$ cat config.mk
export PLATFORM = sky130hd
export DESIGN_NAME = touch_key_event_classifier_flat
export DESIGN_NICKNAME = d
export VERILOG_FILES = /design/src/hw/rtl/tkec_pkg.sv /design/src/hw/rtl/tkec_if.sv /design/src/hw/rtl/touch_key_event_classifier.sv /design/src/flat_wrapper.sv
export SDC_FILE = /design/constraint.sdc
export NUM_CORES = 1
export LEC_CHECK = 0
export BUFFER_PORTS_ARGS = -buffer_cell sky130_fd_sc_hd__buf_2
export CORE_UTILIZATION = 45
export CTS_CLUSTER_SIZE = 30
export DETAILED_ROUTE_END_ITERATION = 8
export PLACE_DENSITY = 0.67
export SLEW_MARGIN = 15
export SYNTH_ARGS = -nofsm -noshare
export SYNTH_HDL_FRONTEND = slang
export SYNTH_SLANG_ARGS = --single-unit
$ cat constraint.sdc
create_clock -name clk -period 5 [get_ports clk]
set_input_delay 1 -clock clk [delete_from_list [all_inputs] [get_ports clk]]
set_output_delay 1 -clock clk [all_outputs]
set_load 0.005 [all_outputs]
$ cat src/hw/rtl/tkec_pkg.sv
// Package for the touch key event classifier.
// Holds the event codes, register indexes, field widths and the result word type.
// No dependencies.
`timescale 1ns / 1ps

package tkec_pkg;

    localparam int unsigned THRESH_W   = 16;
    localparam int unsigned FILTER_W   = 12;
    localparam int unsigned LONG_SEC_W = 12;
    localparam int unsigned LONG_MS_W  = 22;   // 4095 * 1000 fits in 22 bits
    localparam int unsigned CFG_IDX_W  = 2;
    localparam int unsigned CFG_DATA_W = 16;
    localparam int unsigned TICK_W     = 32;
    localparam int unsigned HELD_W     = 32;
    localparam int unsigned PHASE_W    = 3;
    localparam int unsigned EVENT_W    = 2;

    localparam logic [9:0]         MS_PER_SEC    = 10'd1000;
    localparam logic [PHASE_W-1:0] PHASE_LAST    = 3'd4;   // five polls per repeat
    localparam logic [FILTER_W-1:0] FILTER_RESET = 12'd10;

    // result queue
    localparam int unsigned QDEPTH = 4;
    localparam int unsigned QAW    = 2;

    typedef enum logic [EVENT_W-1:0] {
        EV_PUSH    = 2'd0,
        EV_RELEASE = 2'd1,
        EV_TAP     = 2'd2,
        EV_LONG    = 2'd3
    } event_t;

    typedef enum logic [CFG_IDX_W-1:0] {
        REG_THRESHOLD = 2'd0,
        REG_FILTER_MS = 2'd1,
        REG_LONG_SEC  = 2'd2,
        REG_SERIAL    = 2'd3
    } reg_idx_t;

    typedef struct packed {
        event_t event_res;
        logic   last;
    } result_t;

endpackage

$ cat src/hw/rtl/tkec_if.sv
// Channel interfaces of the touch key event classifier: input word and result word.
// Depends on tkec_pkg.
`timescale 1ns / 1ps

interface tkec_in_if;
    logic        valid;
    logic        ready;
    logic        mode;
    logic [15:0] sample;

    modport source (output valid, output mode, output sample, input ready);
    modport sink   (input valid, input mode, input sample, output ready);
endinterface

interface tkec_out_if;
    logic                          valid;
    logic                          ready;
    logic [tkec_pkg::EVENT_W-1:0]  event_res;
    logic                          last;

    modport source (output valid, output event_res, output last, input ready);
    modport sink   (input valid, input event_res, input last, output ready);
endinterface

$ cat src/hw/rtl/touch_key_event_classifier.sv
// Results: the events of an accepted input word are registered into the result queue
// and offered from its head; a second result of the same word sits in the entry behind the first.
// Throughput: one input word per cycle while the 4-entry result queue has at least two free slots.
// Reset: rst_n asynchronous active low; clears all pad state and the queue, and loads
// register defaults (threshold 0, filter_ms 10, long press off, serial off).
// Depends on tkec_pkg and tkec_if.
`timescale 1ns / 1ps

module touch_key_event_classifier (
    input  logic                               clk,
    input  logic                               rst_n,
    input  logic                               cfg_we,
    input  logic [tkec_pkg::CFG_IDX_W-1:0]     cfg_index,
    input  logic [tkec_pkg::CFG_DATA_W-1:0]    cfg_data,
    tkec_in_if.sink                            pad,
    tkec_out_if.source                         evt
);

    // ------------------------------------------------------------------
    // Configuration registers. Long press time is kept in milliseconds,
    // multiplied out at write time so the poll path only compares.
    // ------------------------------------------------------------------
    logic [tkec_pkg::THRESH_W-1:0]  threshold_reg;
    logic [tkec_pkg::FILTER_W-1:0]  filter_reg;
    logic [tkec_pkg::LONG_MS_W-1:0] long_ms_reg;
    logic                           serial_reg;

    logic [tkec_pkg::LONG_MS_W-1:0] long_ms_wr;
    assign long_ms_wr = tkec_pkg::LONG_MS_W'(cfg_data[tkec_pkg::LONG_SEC_W-1:0])
                        * tkec_pkg::LONG_MS_W'(tkec_pkg::MS_PER_SEC);

    always_ff @(posedge clk or negedge rst_n)
    begin
        if (!rst_n)
        begin
            threshold_reg <= '0;
            filter_reg    <= tkec_pkg::FILTER_RESET;
            long_ms_reg   <= '0;
            serial_reg    <= 1'b0;
        end
        else if (cfg_we)
        begin
            case (tkec_pkg::reg_idx_t'(cfg_index))
                tkec_pkg::REG_THRESHOLD: threshold_reg <= cfg_data;
                tkec_pkg::REG_FILTER_MS: filter_reg    <= cfg_data[tkec_pkg::FILTER_W-1:0];
                tkec_pkg::REG_LONG_SEC:  long_ms_reg   <= long_ms_wr;
                tkec_pkg::REG_SERIAL:    serial_reg    <= cfg_data[0];
                default: ;
            endcase
        end
    end

    // ------------------------------------------------------------------
    // Pad state
    // ------------------------------------------------------------------
    logic [tkec_pkg::TICK_W-1:0]   tick_reg,     tick_next;
    logic [tkec_pkg::TICK_W-1:0]   last_int_reg, last_int_next;
    logic [tkec_pkg::FILTER_W-1:0] countdown_reg, countdown_next;
    logic                          armed_reg,    armed_next;
    logic [tkec_pkg::HELD_W-1:0]   held_reg,     held_next;
    logic [tkec_pkg::PHASE_W-1:0]  phase_reg,    phase_next;
    logic                          long_rep_reg, long_rep_next;

    // result queue
    tkec_pkg::result_t             q_reg [tkec_pkg::QDEPTH];
    logic [tkec_pkg::QAW-1:0]      head_reg, head_next;
    logic [tkec_pkg::QAW-1:0]      tail_reg, tail_next;
    logic [tkec_pkg::QAW:0]        count_reg, count_next;

    logic accept, pop;
    assign pad.ready = (count_reg <= 3'(tkec_pkg::QDEPTH - 2));
    assign accept    = pad.valid && pad.ready;
    assign pop       = evt.valid && evt.ready;

    // ------------------------------------------------------------------
    // Classifier step: up to two events per accepted word
    // ------------------------------------------------------------------
    logic [tkec_pkg::TICK_W-1:0]  int_gap;
    logic [tkec_pkg::HELD_W:0]    held_sum;
    logic [tkec_pkg::HELD_W-1:0]  held_sat;
    logic [tkec_pkg::PHASE_W-1:0] phase_inc;
    logic                         touched;
    logic                         long_fire;
    logic [1:0]                   n_res;
    tkec_pkg::event_t             ev0, ev1;

    assign int_gap   = tick_reg - last_int_reg;
    assign held_sum  = {1'b0, held_reg} + (tkec_pkg::HELD_W + 1)'(filter_reg);
    assign held_sat  = held_sum[tkec_pkg::HELD_W] ? '1 : held_sum[tkec_pkg::HELD_W-1:0];
    // out-of-range phases behave like the last phase
    assign phase_inc = (phase_reg >= tkec_pkg::PHASE_LAST) ? '0 : phase_reg + 3'd1;
    assign touched   = pad.sample < threshold_reg;
    assign long_fire = !long_rep_reg && (long_ms_reg != '0)
                       && (held_sat >= tkec_pkg::HELD_W'(long_ms_reg));

    always_comb
    begin
        tick_next      = tick_reg;
        last_int_next  = last_int_reg;
        countdown_next = countdown_reg;
        armed_next     = armed_reg;
        held_next      = held_reg;
        phase_next     = phase_reg;
        long_rep_next  = long_rep_reg;
        n_res          = 2'd0;
        ev0            = tkec_pkg::EV_PUSH;
        ev1            = tkec_pkg::EV_TAP;

        if (accept)
        begin
            if (pad.mode)
            begin
                // touch interrupt: debounce against the previous one
                last_int_next = tick_reg;
                if (int_gap > tkec_pkg::TICK_W'(filter_reg))
                begin
                    n_res          = 2'd1;
                    ev0            = tkec_pkg::EV_PUSH;
                    countdown_next = filter_reg;
                    armed_next     = 1'b1;
                end
            end
            else
            begin
                tick_next = tick_reg + 32'd1;
                if (armed_reg)
                begin
                    if (countdown_reg <= 12'd1)
                    begin
                        // poll timer expired
                        countdown_next = '0;
                        armed_next     = 1'b0;
                        if (touched)
                        begin
                            held_next      = held_sat;
                            phase_next     = phase_inc;
                            countdown_next = filter_reg;
                            armed_next     = 1'b1;
                            if (long_fire)
                            begin
                                n_res         = 2'd1;
                                ev0           = tkec_pkg::EV_LONG;
                                long_rep_next = 1'b1;
                                phase_next    = '0;
                            end
                            else if (serial_reg && phase_inc == '0)
                            begin
                                if (long_ms_reg == '0)
                                begin
                                    n_res = 2'd1;
                                    ev0   = tkec_pkg::EV_TAP;
                                end
                                else if (long_rep_reg)
                                begin
                                    n_res = 2'd1;
                                    ev0   = tkec_pkg::EV_LONG;
                                end
                            end
                        end
                        else
                        begin
                            // release, then tap unless a long press was seen
                            ev0           = tkec_pkg::EV_RELEASE;
                            ev1           = tkec_pkg::EV_TAP;
                            n_res         = long_rep_reg ? 2'd1 : 2'd2;
                            held_next     = '0;
                            phase_next    = '0;
                            long_rep_next = 1'b0;
                        end
                    end
                    else
                    begin
                        countdown_next = countdown_reg - 12'd1;
                    end
                end
            end
        end
    end

    always_ff @(posedge clk or negedge rst_n)
    begin
        if (!rst_n)
        begin
            tick_reg      <= '0;
            last_int_reg  <= '0;
            countdown_reg <= '0;
            armed_reg     <= 1'b0;
            held_reg      <= '0;
            phase_reg     <= '0;
            long_rep_reg  <= 1'b0;
        end
        else
        begin
            tick_reg      <= tick_next;
            last_int_reg  <= last_int_next;
            countdown_reg <= countdown_next;
            armed_reg     <= armed_next;
            held_reg      <= held_next;
            phase_reg     <= phase_next;
            long_rep_reg  <= long_rep_next;
        end
    end

    // ------------------------------------------------------------------
    // Result queue: up to two writes per cycle at tail, one read at head
    // ------------------------------------------------------------------
    assign tail_next  = tail_reg + tkec_pkg::QAW'(n_res);
    assign head_next  = head_reg + tkec_pkg::QAW'(pop);
    assign count_next = count_reg + (tkec_pkg::QAW + 1)'(n_res)
                        - (tkec_pkg::QAW + 1)'(pop);

    always_ff @(posedge clk)
    begin
        if (n_res != 2'd0)
        begin
            q_reg[tail_reg].event_res <= ev0;
            q_reg[tail_reg].last      <= (n_res == 2'd1);
        end
        if (n_res == 2'd2)
        begin
            q_reg[tail_reg + 2'd1].event_res <= ev1;
            q_reg[tail_reg + 2'd1].last      <= 1'b1;
        end
    end

    always_ff @(posedge clk or negedge rst_n)
    begin
        if (!rst_n)
        begin
            head_reg  <= '0;
            tail_reg  <= '0;
            count_reg <= '0;
        end
        else
        begin
            head_reg  <= head_next;
            tail_reg  <= tail_next;
            count_reg <= count_next;
        end
    end

    assign evt.valid     = (count_reg != '0);
    assign evt.event_res = q_reg[head_reg].event_res;
    assign evt.last      = q_reg[head_reg].last;

endmodule

$ cat src/flat_wrapper.sv
// flat-port wrapper written by rule: the top's interface ports become plain ports
module touch_key_event_classifier_flat 
  (clk, rst_n, cfg_we, cfg_index, cfg_data, pad_valid, pad_mode, pad_sample, pad_ready, evt_valid, evt_event_res, evt_last, evt_ready);
  tkec_in_if pad_i ();
  tkec_out_if evt_i ();
  input  logic clk;
  input  logic rst_n;
  input  logic cfg_we;
  input  logic [tkec_pkg::CFG_IDX_W-1:0] cfg_index;
  input  logic [tkec_pkg::CFG_DATA_W-1:0] cfg_data;
  input wire logic [$bits(pad_i.valid)-1:0] pad_valid;
  input wire logic [$bits(pad_i.mode)-1:0] pad_mode;
  input wire logic [$bits(pad_i.sample)-1:0] pad_sample;
  output wire logic [$bits(pad_i.ready)-1:0] pad_ready;
  output wire logic [$bits(evt_i.valid)-1:0] evt_valid;
  output wire logic [$bits(evt_i.event_res)-1:0] evt_event_res;
  output wire logic [$bits(evt_i.last)-1:0] evt_last;
  input wire logic [$bits(evt_i.ready)-1:0] evt_ready;
  assign pad_i.valid = pad_valid;
  assign pad_i.mode = pad_mode;
  assign pad_i.sample = pad_sample;
  assign pad_ready = pad_i.ready;
  assign evt_valid = evt_i.valid;
  assign evt_event_res = evt_i.event_res;
  assign evt_last = evt_i.last;
  assign evt_i.ready = evt_ready;
  touch_key_event_classifier u_core (.clk(clk), .rst_n(rst_n), .cfg_we(cfg_we), .cfg_index(cfg_index), .cfg_data(cfg_data), .pad(pad_i), .evt(evt_i));
endmodule
==> flow_summary_export.csv, run 1 <==
group,metric,value,unit
clocking,path_clk_slew,0.08,ns
synthesis,synth_edf_count,0,
synthesis,yosysSeqAreaShare,0.3173,
power_and_ir_drop,p_leak,7.895,nW
timing,rsz0062_at_grt,"yes",
run_status,violations,"setup timing",
timing,fin_crit_sh,1.048,
timing,worst_pin_slew,1.152,ns
setup_path,crit_path_end_kind,"register",
detailed_routing,first_pass_iters,5,
timing,worst_slack,-0.2393,ns
clocking,htreeDepth,4,
place,hpwl,24850,um
timing,timing.fmax,190.9,MHz
cells_and_area,diodes,0,
detailed_routing,viasPerCell,5.602,
global_route,grt_max_degree,79,
cells_and_area,final_cell_mix,"166 x dfrtp_1, 156 x buf_4, 129 x ha_1",
synthesis,ys_ff_latch,180,
setup_path,path_common_cell,"a21o_1",
floorplanning,die_area,31850,um^2
synthesis,avgSynthCellArea,9.481,um^2
floorplanning,coreArea,30590,um^2
cells_and_area,layout.cells.non_filler,2060,
detailed_routing,routedWlPerCell,16.25,um
power_and_ir_drop,peakVddDrop,0.0002951,V
timing,clock_skew,0.01814,ns
clocking,cts_hold_buffers,0,
cells_and_area,final_common_cell,"dfrtp_1",
timing,min_period,5.239,ns
clocking,clock_sink_count,180,
detailed_routing,postRouteAntennaNets,0,
global_route,grt.overflow.total,0,
cells_and_area,drive_above_1_share,0.2350,
cells_and_area,utilization,0.5472,
setup_path,r2r_slack,-0.24,ns
clocking,clk_latency,0.46,ns
setup_path,cp_data_arrival_time,5.58,ns
job,max_cap_violations,0,
clocking,cts_inserted_buffers,17,
clocking,cts_root_buf,"clkbuf_16",
floorplanning,die_h,178.5,um
synthesis,syn_nets,1703,
detailed_routing,vias,11540,
setup_path,worst-path-buf-inv,2,
clocking,cts.path.max_buffers,2,
timing,finalSetupViolCount,4,
synthesis,synthCells,1478,
synthesis,synthFlopType,"dfrtp_1",
detailed_routing,wl,33480,um
setup_path,path_class,"reg -> reg",
power_and_ir_drop,powerDensity,491.5,nW/um^2
global_route,grtUsageTotal,0.2176,
setup_path,crit_chain,"ha_2, fa_2, a21o_1, a2bb2oi_4, a211oi_4, nor2_1, or2_1, buf_6, buf_6, nand2_4, ha_4, a21o_1, a21o_1, a21oi_2, o211ai_1, a221oi_2, nand4_1, or4_4, a211oi_4, nor2_4, ha_4, fa_2, xnor2_2, xnor2_1",
place,portBuffers,44,
setup_path,critPathMaxFanout,6,
run_status,run_status,"finished, violations left",
global_route,first_global_vias,11400,
min_path,hold_path_class,"reg -> reg",
floorplanning,num_rows,64,
timing,slew_viol_final,0,
floorplanning,start_util,0.4581,
synthesis,synth_warnings,0,
timing,slew-limit-headroom,0.2305,
floorplanning,fp.dieW,178.5,um
detailed_routing,drc,0,
floorplanning,io_pins,45,
timing,setup_tns,-0.4220,ns
place,routabilityCongestion,0.8853,
global_route,antenna_found_initial,2,
timing,hold_viol,0,
setup_path,slowest_stage,"or4_4",
setup_path,worstPathRequired,5.34,ns
global_route,grt_pass1_wl,55630,um
detailed_routing,drtIter0Drc,732,
synthesis,ys_async_sr_fraction,0.9333,
cells_and_area,nets,1876,
setup_path,max_stage_delay,0.57,ns
synthesis,syn_area,14010,um^2
cells_and_area,syn2layout_area_growth,19.46,%
setup_path,critPathTopFamily,"compound AO/OA/AOI/OAI gates",
clocking,cts_tree,"yes",
synthesis,ys_types,97,
place,dp.cells,2011,
setup_path,start_kind,"register",
## path summary, 6_finish.rpt
path | from | endpoint | depth (start not counted)
min | u_core.q_reg[3][0] | u_core.q_reg[3][0] | 1
min reg2reg | u_core.q_reg[3][0] | u_core.q_reg[3][0] | 1
max reg2reg | u_core.filter_reg[0] | u_core.count_reg[2] | 24
min in group asynchronous | rst_n | u_core.held_reg[17] | 1
max in group asynchronous | rst_n | u_core.head_reg[1] | 2
max | u_core.filter_reg[0] | u_core.count_reg[2] | 24
## power by group
part / internal, mW / switching [mW] / leakage [nW]
Clock: 0.710 / 0.669 / 0.285
Combinational: 2.38 / 2.44 / 5.32
Sequential: 1.75 / 0.279 / 2.29
Total: 4.84 / 3.39 / 7.89
## final cells by class
cell class,count,area [um^2]
inverter,129,484.2
fill,2764,13850
multi-input combinational,1118,9266
tap,396,495.5
clock inverter,15,166.4
timing repair buffer,205,1454
sequential,180,4447
clock buffer,17,425.4
## stage by stage
stage | setup slack (ns) | hold slack (ns) | power (mW) | cell area (um^2)
after floorplan | -0.1209 | 0.4370 | 5.085 | 14090
after global placement | -0.4794 | 0.4554 | 6.343 | 15640
after detailed placement | -0.5914 | 0.4634 | 6.465 | 15640
after CTS | -0.2372 | 0.4794 | 7.989 | 16420
after global routing | -0.4637 | 0.4948 | 8.887 | 16740
final | -0.2393 | 0.4763 | 8.227 | 16740
## logic make-up (layout without fill, tap and decap cells)
| family | after synthesis | after routing | share of synthesized area |
|---|---|---|---|
| AOI/OAI and AO/OA | 390 | 390 | 0.1970 |
| xor gates and xnor gates | 82 | 82 | 0.05125 |
| adders and majority gates | 185 | 185 | 0.1872 |
| buffers and inverters | 180 | 366 | 0.05063 |
| DFF | 180 | 180 | 0.3173 |
| muxes | 61 | 61 | 0.05081 |
| and+or+nand+nor | 400 | 400 | 0.1458 |
## per-layer routing
metal  vias to the layer above  routed length, um  part of all wire  GRT usage
li1                       5640                  -                 -          -
met1                      5651              16090              0.48     0.2995
met2                       205              15650              0.47     0.3540
met3                        43               1157             0.035    0.03240
met4                         2                563             0.017    0.06144
met5                         -                 10           0.00030          0
## synthesized netlist by cell type (6+ instances only)
library cell  instances  area [um^2]
or3_1                12        75.07
dfrtp_1             166         4154
o211ai_1             16        120.1
a32oi_1               6        52.55
nand2b_1             15        93.84
mux2_2               47        529.3
nor4_1               10        62.56
fa_1                 41        820.8
o2bb2ai_1             9        78.83
o21ai_0              72        360.4
clkbuf_1             36        135.1
mux2i_1              10        100.1
nor3_1               20        100.1
ha_1                144         1802
a21oi_2               6        52.55
nand4_1              17        106.4
o21ai_1              10        50.05
buf_2                 9        45.04
nand3_1              41        205.2
o21bai_1             12        90.09
a211oi_1              9        67.56
a21o_1               29        217.7
o21a_1               18        135.1
and3_1               20        125.1
xor2_1               30        262.8
and4_1                6        52.55
o22a_1                8        70.07
nor2_1               74        277.8
a21oi_1              83        415.4
xnor2_1              52        455.4
a41oi_1               6        52.55
dfxtp_1              12        240.2
nor2b_1               8        50.05
and2_1               11        68.82
a31oi_1              16        100.1
inv_1               128        480.5
a22o_1               20        175.2
nand2_1             132        495.5
## repair_timing
| item | 4_1_cts | 5_1_grt |
|---|---|---|
| endpoints found under the setup margin | 28 | 30 |
| setup buffers | 8 | 10 |
| cloned | 0 | 0 |
| pin swaps | 24 | 46 |
| resized for setup | 27 | 46 |
Note: power is estimated with default switching activity, not from simulation.
==> inputs of run 2 (changes only) <==
Settings changed: ABC_CLOCK_PERIOD_IN_PS set to 5000, SKIP_CTS_REPAIR_TIMING set to 1.
==> run 2 against run 1 <==
Net effect: the run still ends with setup timing left; worst hold slack hardly changed; die area unchanged; cell count decreased by 0.24%; clock power about the same; count of clock-buffer cells in the layout is the same; global-route usage shrank 0.24 points; critical path type unchanged; highest routed layer unchanged; fmax down 0.35%; largest power group unchanged; critical path depth decreased by 3; sequential power hardly changed; register-to-register slack got worse by 0.02 ns; flip-flop and latch count stayed put; total power is 1.3% lower.
==> flow_summary_export.csv, run 2 (synthesized netlist as in run 1, its figures left out) <==
group,metric,value,unit
clocking,cts_tree,"yes",
setup_path,critPathMaxFanout,5,
cells_and_area,fillers,2772,
job,max_cap_violations,0,
timing,min_period,5.258,ns
detailed_routing,routedWlPerCell,16.12,um
timing,fin_crit_sh,1.052,
clocking,cts_root_buf,"clkbuf_16",
cells_and_area,final_common_cell,"dfrtp_1",
detailed_routing,wl,33130,um
setup_path,r2r_slack,-0.26,ns
cells_and_area,utilization,0.5444,
floorplanning,die_area,31850,um^2
global_route,grtUsageTotal,0.2152,
cells_and_area,nets,1871,
timing,rsz0062_at_grt,"yes",
detailed_routing,vias,11460,
place,portBuffers,44,
clocking,clk_latency,0.46,ns
timing,finalSetupViolCount,3,
floorplanning,start_util,0.4581,
global_route,grt.overflow.total,0,
timing,whs,0.4762,ns
cells_and_area,multiInputGateArea,9223,um^2
timing,worst_pin_slew,1.155,ns
setup_path,crit_path_end_kind,"register",
timing,timing.fmax,190.2,MHz
place,dp.cells,2011,
cells_and_area,diodes,0,
setup_path,path_class,"reg -> reg",
place,routabilityCongestion,0.8853,
clocking,cts_inserted_buffers,17,
detailed_routing,viasPerCell,5.576,
setup_path,startpoint,"u_core.held_reg[1]",
setup_path,start_kind,"register",
clocking,htreeDepth,4,
detailed_routing,drtIter0Drc,801,
cells_and_area,final_cell_mix,"166 x dfrtp_1, 152 x buf_4, 130 x nand2_1, 130 x ha_1, 128 x inv_1",
min_path,hold_depth,1,
global_route,grt_max_degree,79,
global_route,first_global_vias,11270,
detailed_routing,drc,0,
setup_path,worst_r2r_endpoint,"u_core.count_reg[2]",
place,hpwl,24850,um
clocking,path_clk_slew,0.08,ns
clocking,cts.path.max_buffers,2,
setup_path,worstPathRequired,5.34,ns
global_route,grt_pass1_wl,55060,um
setup_path,reg2reg_depth,21,
clocking,clock_sink_count,180,
timing,hold_viol,0,
timing,setup_tns,-0.5093,ns
timing,clock_skew,0.01825,ns
floorplanning,fp.dieW,178.5,um
global_route,antenna_found_initial,2,
cells_and_area,drive_above_1_share,0.2309,
cells_and_area,syn2layout_area_growth,18.85,%
detailed_routing,postRouteAntennaNets,0,
power_and_ir_drop,peakVddDrop,0.0002944,V
min_path,hold_path_class,"reg -> reg",
timing,slew-limit-headroom,0.2281,
timing,slew_viol_final,0,
setup_path,rr_startpoint,"u_core.held_reg[1]",
cells_and_area,layout.cells.non_filler,2055,
floorplanning,coreArea,30590,um^2
min_path,holdPathEnd,"u_core.q_reg[3][0]",
power_and_ir_drop,p_leak,7.868,nW
cells_and_area,ff_latch_area,4447,um^2
run_status,violations,"setup timing",
run_status,run_status,"finished, violations left",
min_path,hp-start,"u_core.q_reg[3][0]",
floorplanning,die_h,178.5,um
floorplanning,io_pins,45,
floorplanning,num_rows,64,
setup_path,cp_data_arrival_time,5.60,ns
power_and_ir_drop,powerDensity,487.4,nW/um^2
timing,worst_slack,-0.2575,ns
detailed_routing,first_pass_iters,5,
run 2: changes by cell type in the layout (fill, tap and decap cells not counted), moves of 2 or more:
cell     change
o21ai_1      -2
ha_4         -2
nand2_2      -3
nand2_1      +4
buf_4        -4
a21oi_2      +2
o21ai_0      +2
run 2: metal layers:
layer	routed length, um	vias up	global-route usage
met3	1063	36	0.03154
met1	16110	5589	0.2997
met5	10	-	0
met4	475	2	0.05932
met2	15470	193	0.3469
li1	-	5639	-
run 2: worst max-delay path by stage:
stage | slack [ns] | end | depth (start not counted)
2_1_floorplan | -0.12 | u_core.count_reg[2] | 22
3_3_place_gp | -0.48 | u_core.count_reg[2] | 23
3_5_place_dp | -0.59 | u_core.count_reg[2] | 22
4_1_cts | -0.63 | u_core.count_reg[2] | 22
5_1_grt | -0.45 | u_core.count_reg[2] | 24
6_report | -0.26 | u_core.count_reg[2] | 21
run 2: metrics by stage:
stage | total power [mW] | area [um^2] | setup WS [ns]
CTS | 7.888 | 16230 | -0.6339
floorplan | 5.085 | 14090 | -0.1209
global placement | 6.343 | 15640 | -0.4794
finish | 8.117 | 16650 | -0.2575
global route | 8.776 | 16650 | -0.4510
detailed placement | 6.465 | 15640 | -0.5914
run 2: report_power, final:
part	internal (mW)	switching, mW
clock	0.710	0.667
combinational	2.32	2.39
sequential	1.75	0.279
run 2: final cells by class:
type                       instances  area share
multi-input combinational       1118      0.5538
inverter                         129     0.02908
clock buffer                      17     0.02554
timing repair buffer             200     0.08482
sequential                       180      0.2670
clock inverter                    15    0.009992
tap                              396     0.02975
run 2: worst max-delay path: stages (launching register included):
cell and delay (ns):
dfrtp_1 0.44, buf_6 0.14, fa_2 0.37, a21o_1 0.22, a2bb2oi_4 0.20, a211oi_4 0.09, or2_4 0.24, buf_4 0.15
nand3_1 0.10, a41oi_1 0.05, mux2i_1 0.33, ha_1 0.31, o21a_1 0.19, a221oi_2 0.33, nand4_1 0.22, or4_4 0.54
a211oi_4 0.32, nor2_4 0.09, ha_4 0.17, fa_2 0.36, xnor2_2 0.14, xnor2_1 0.12
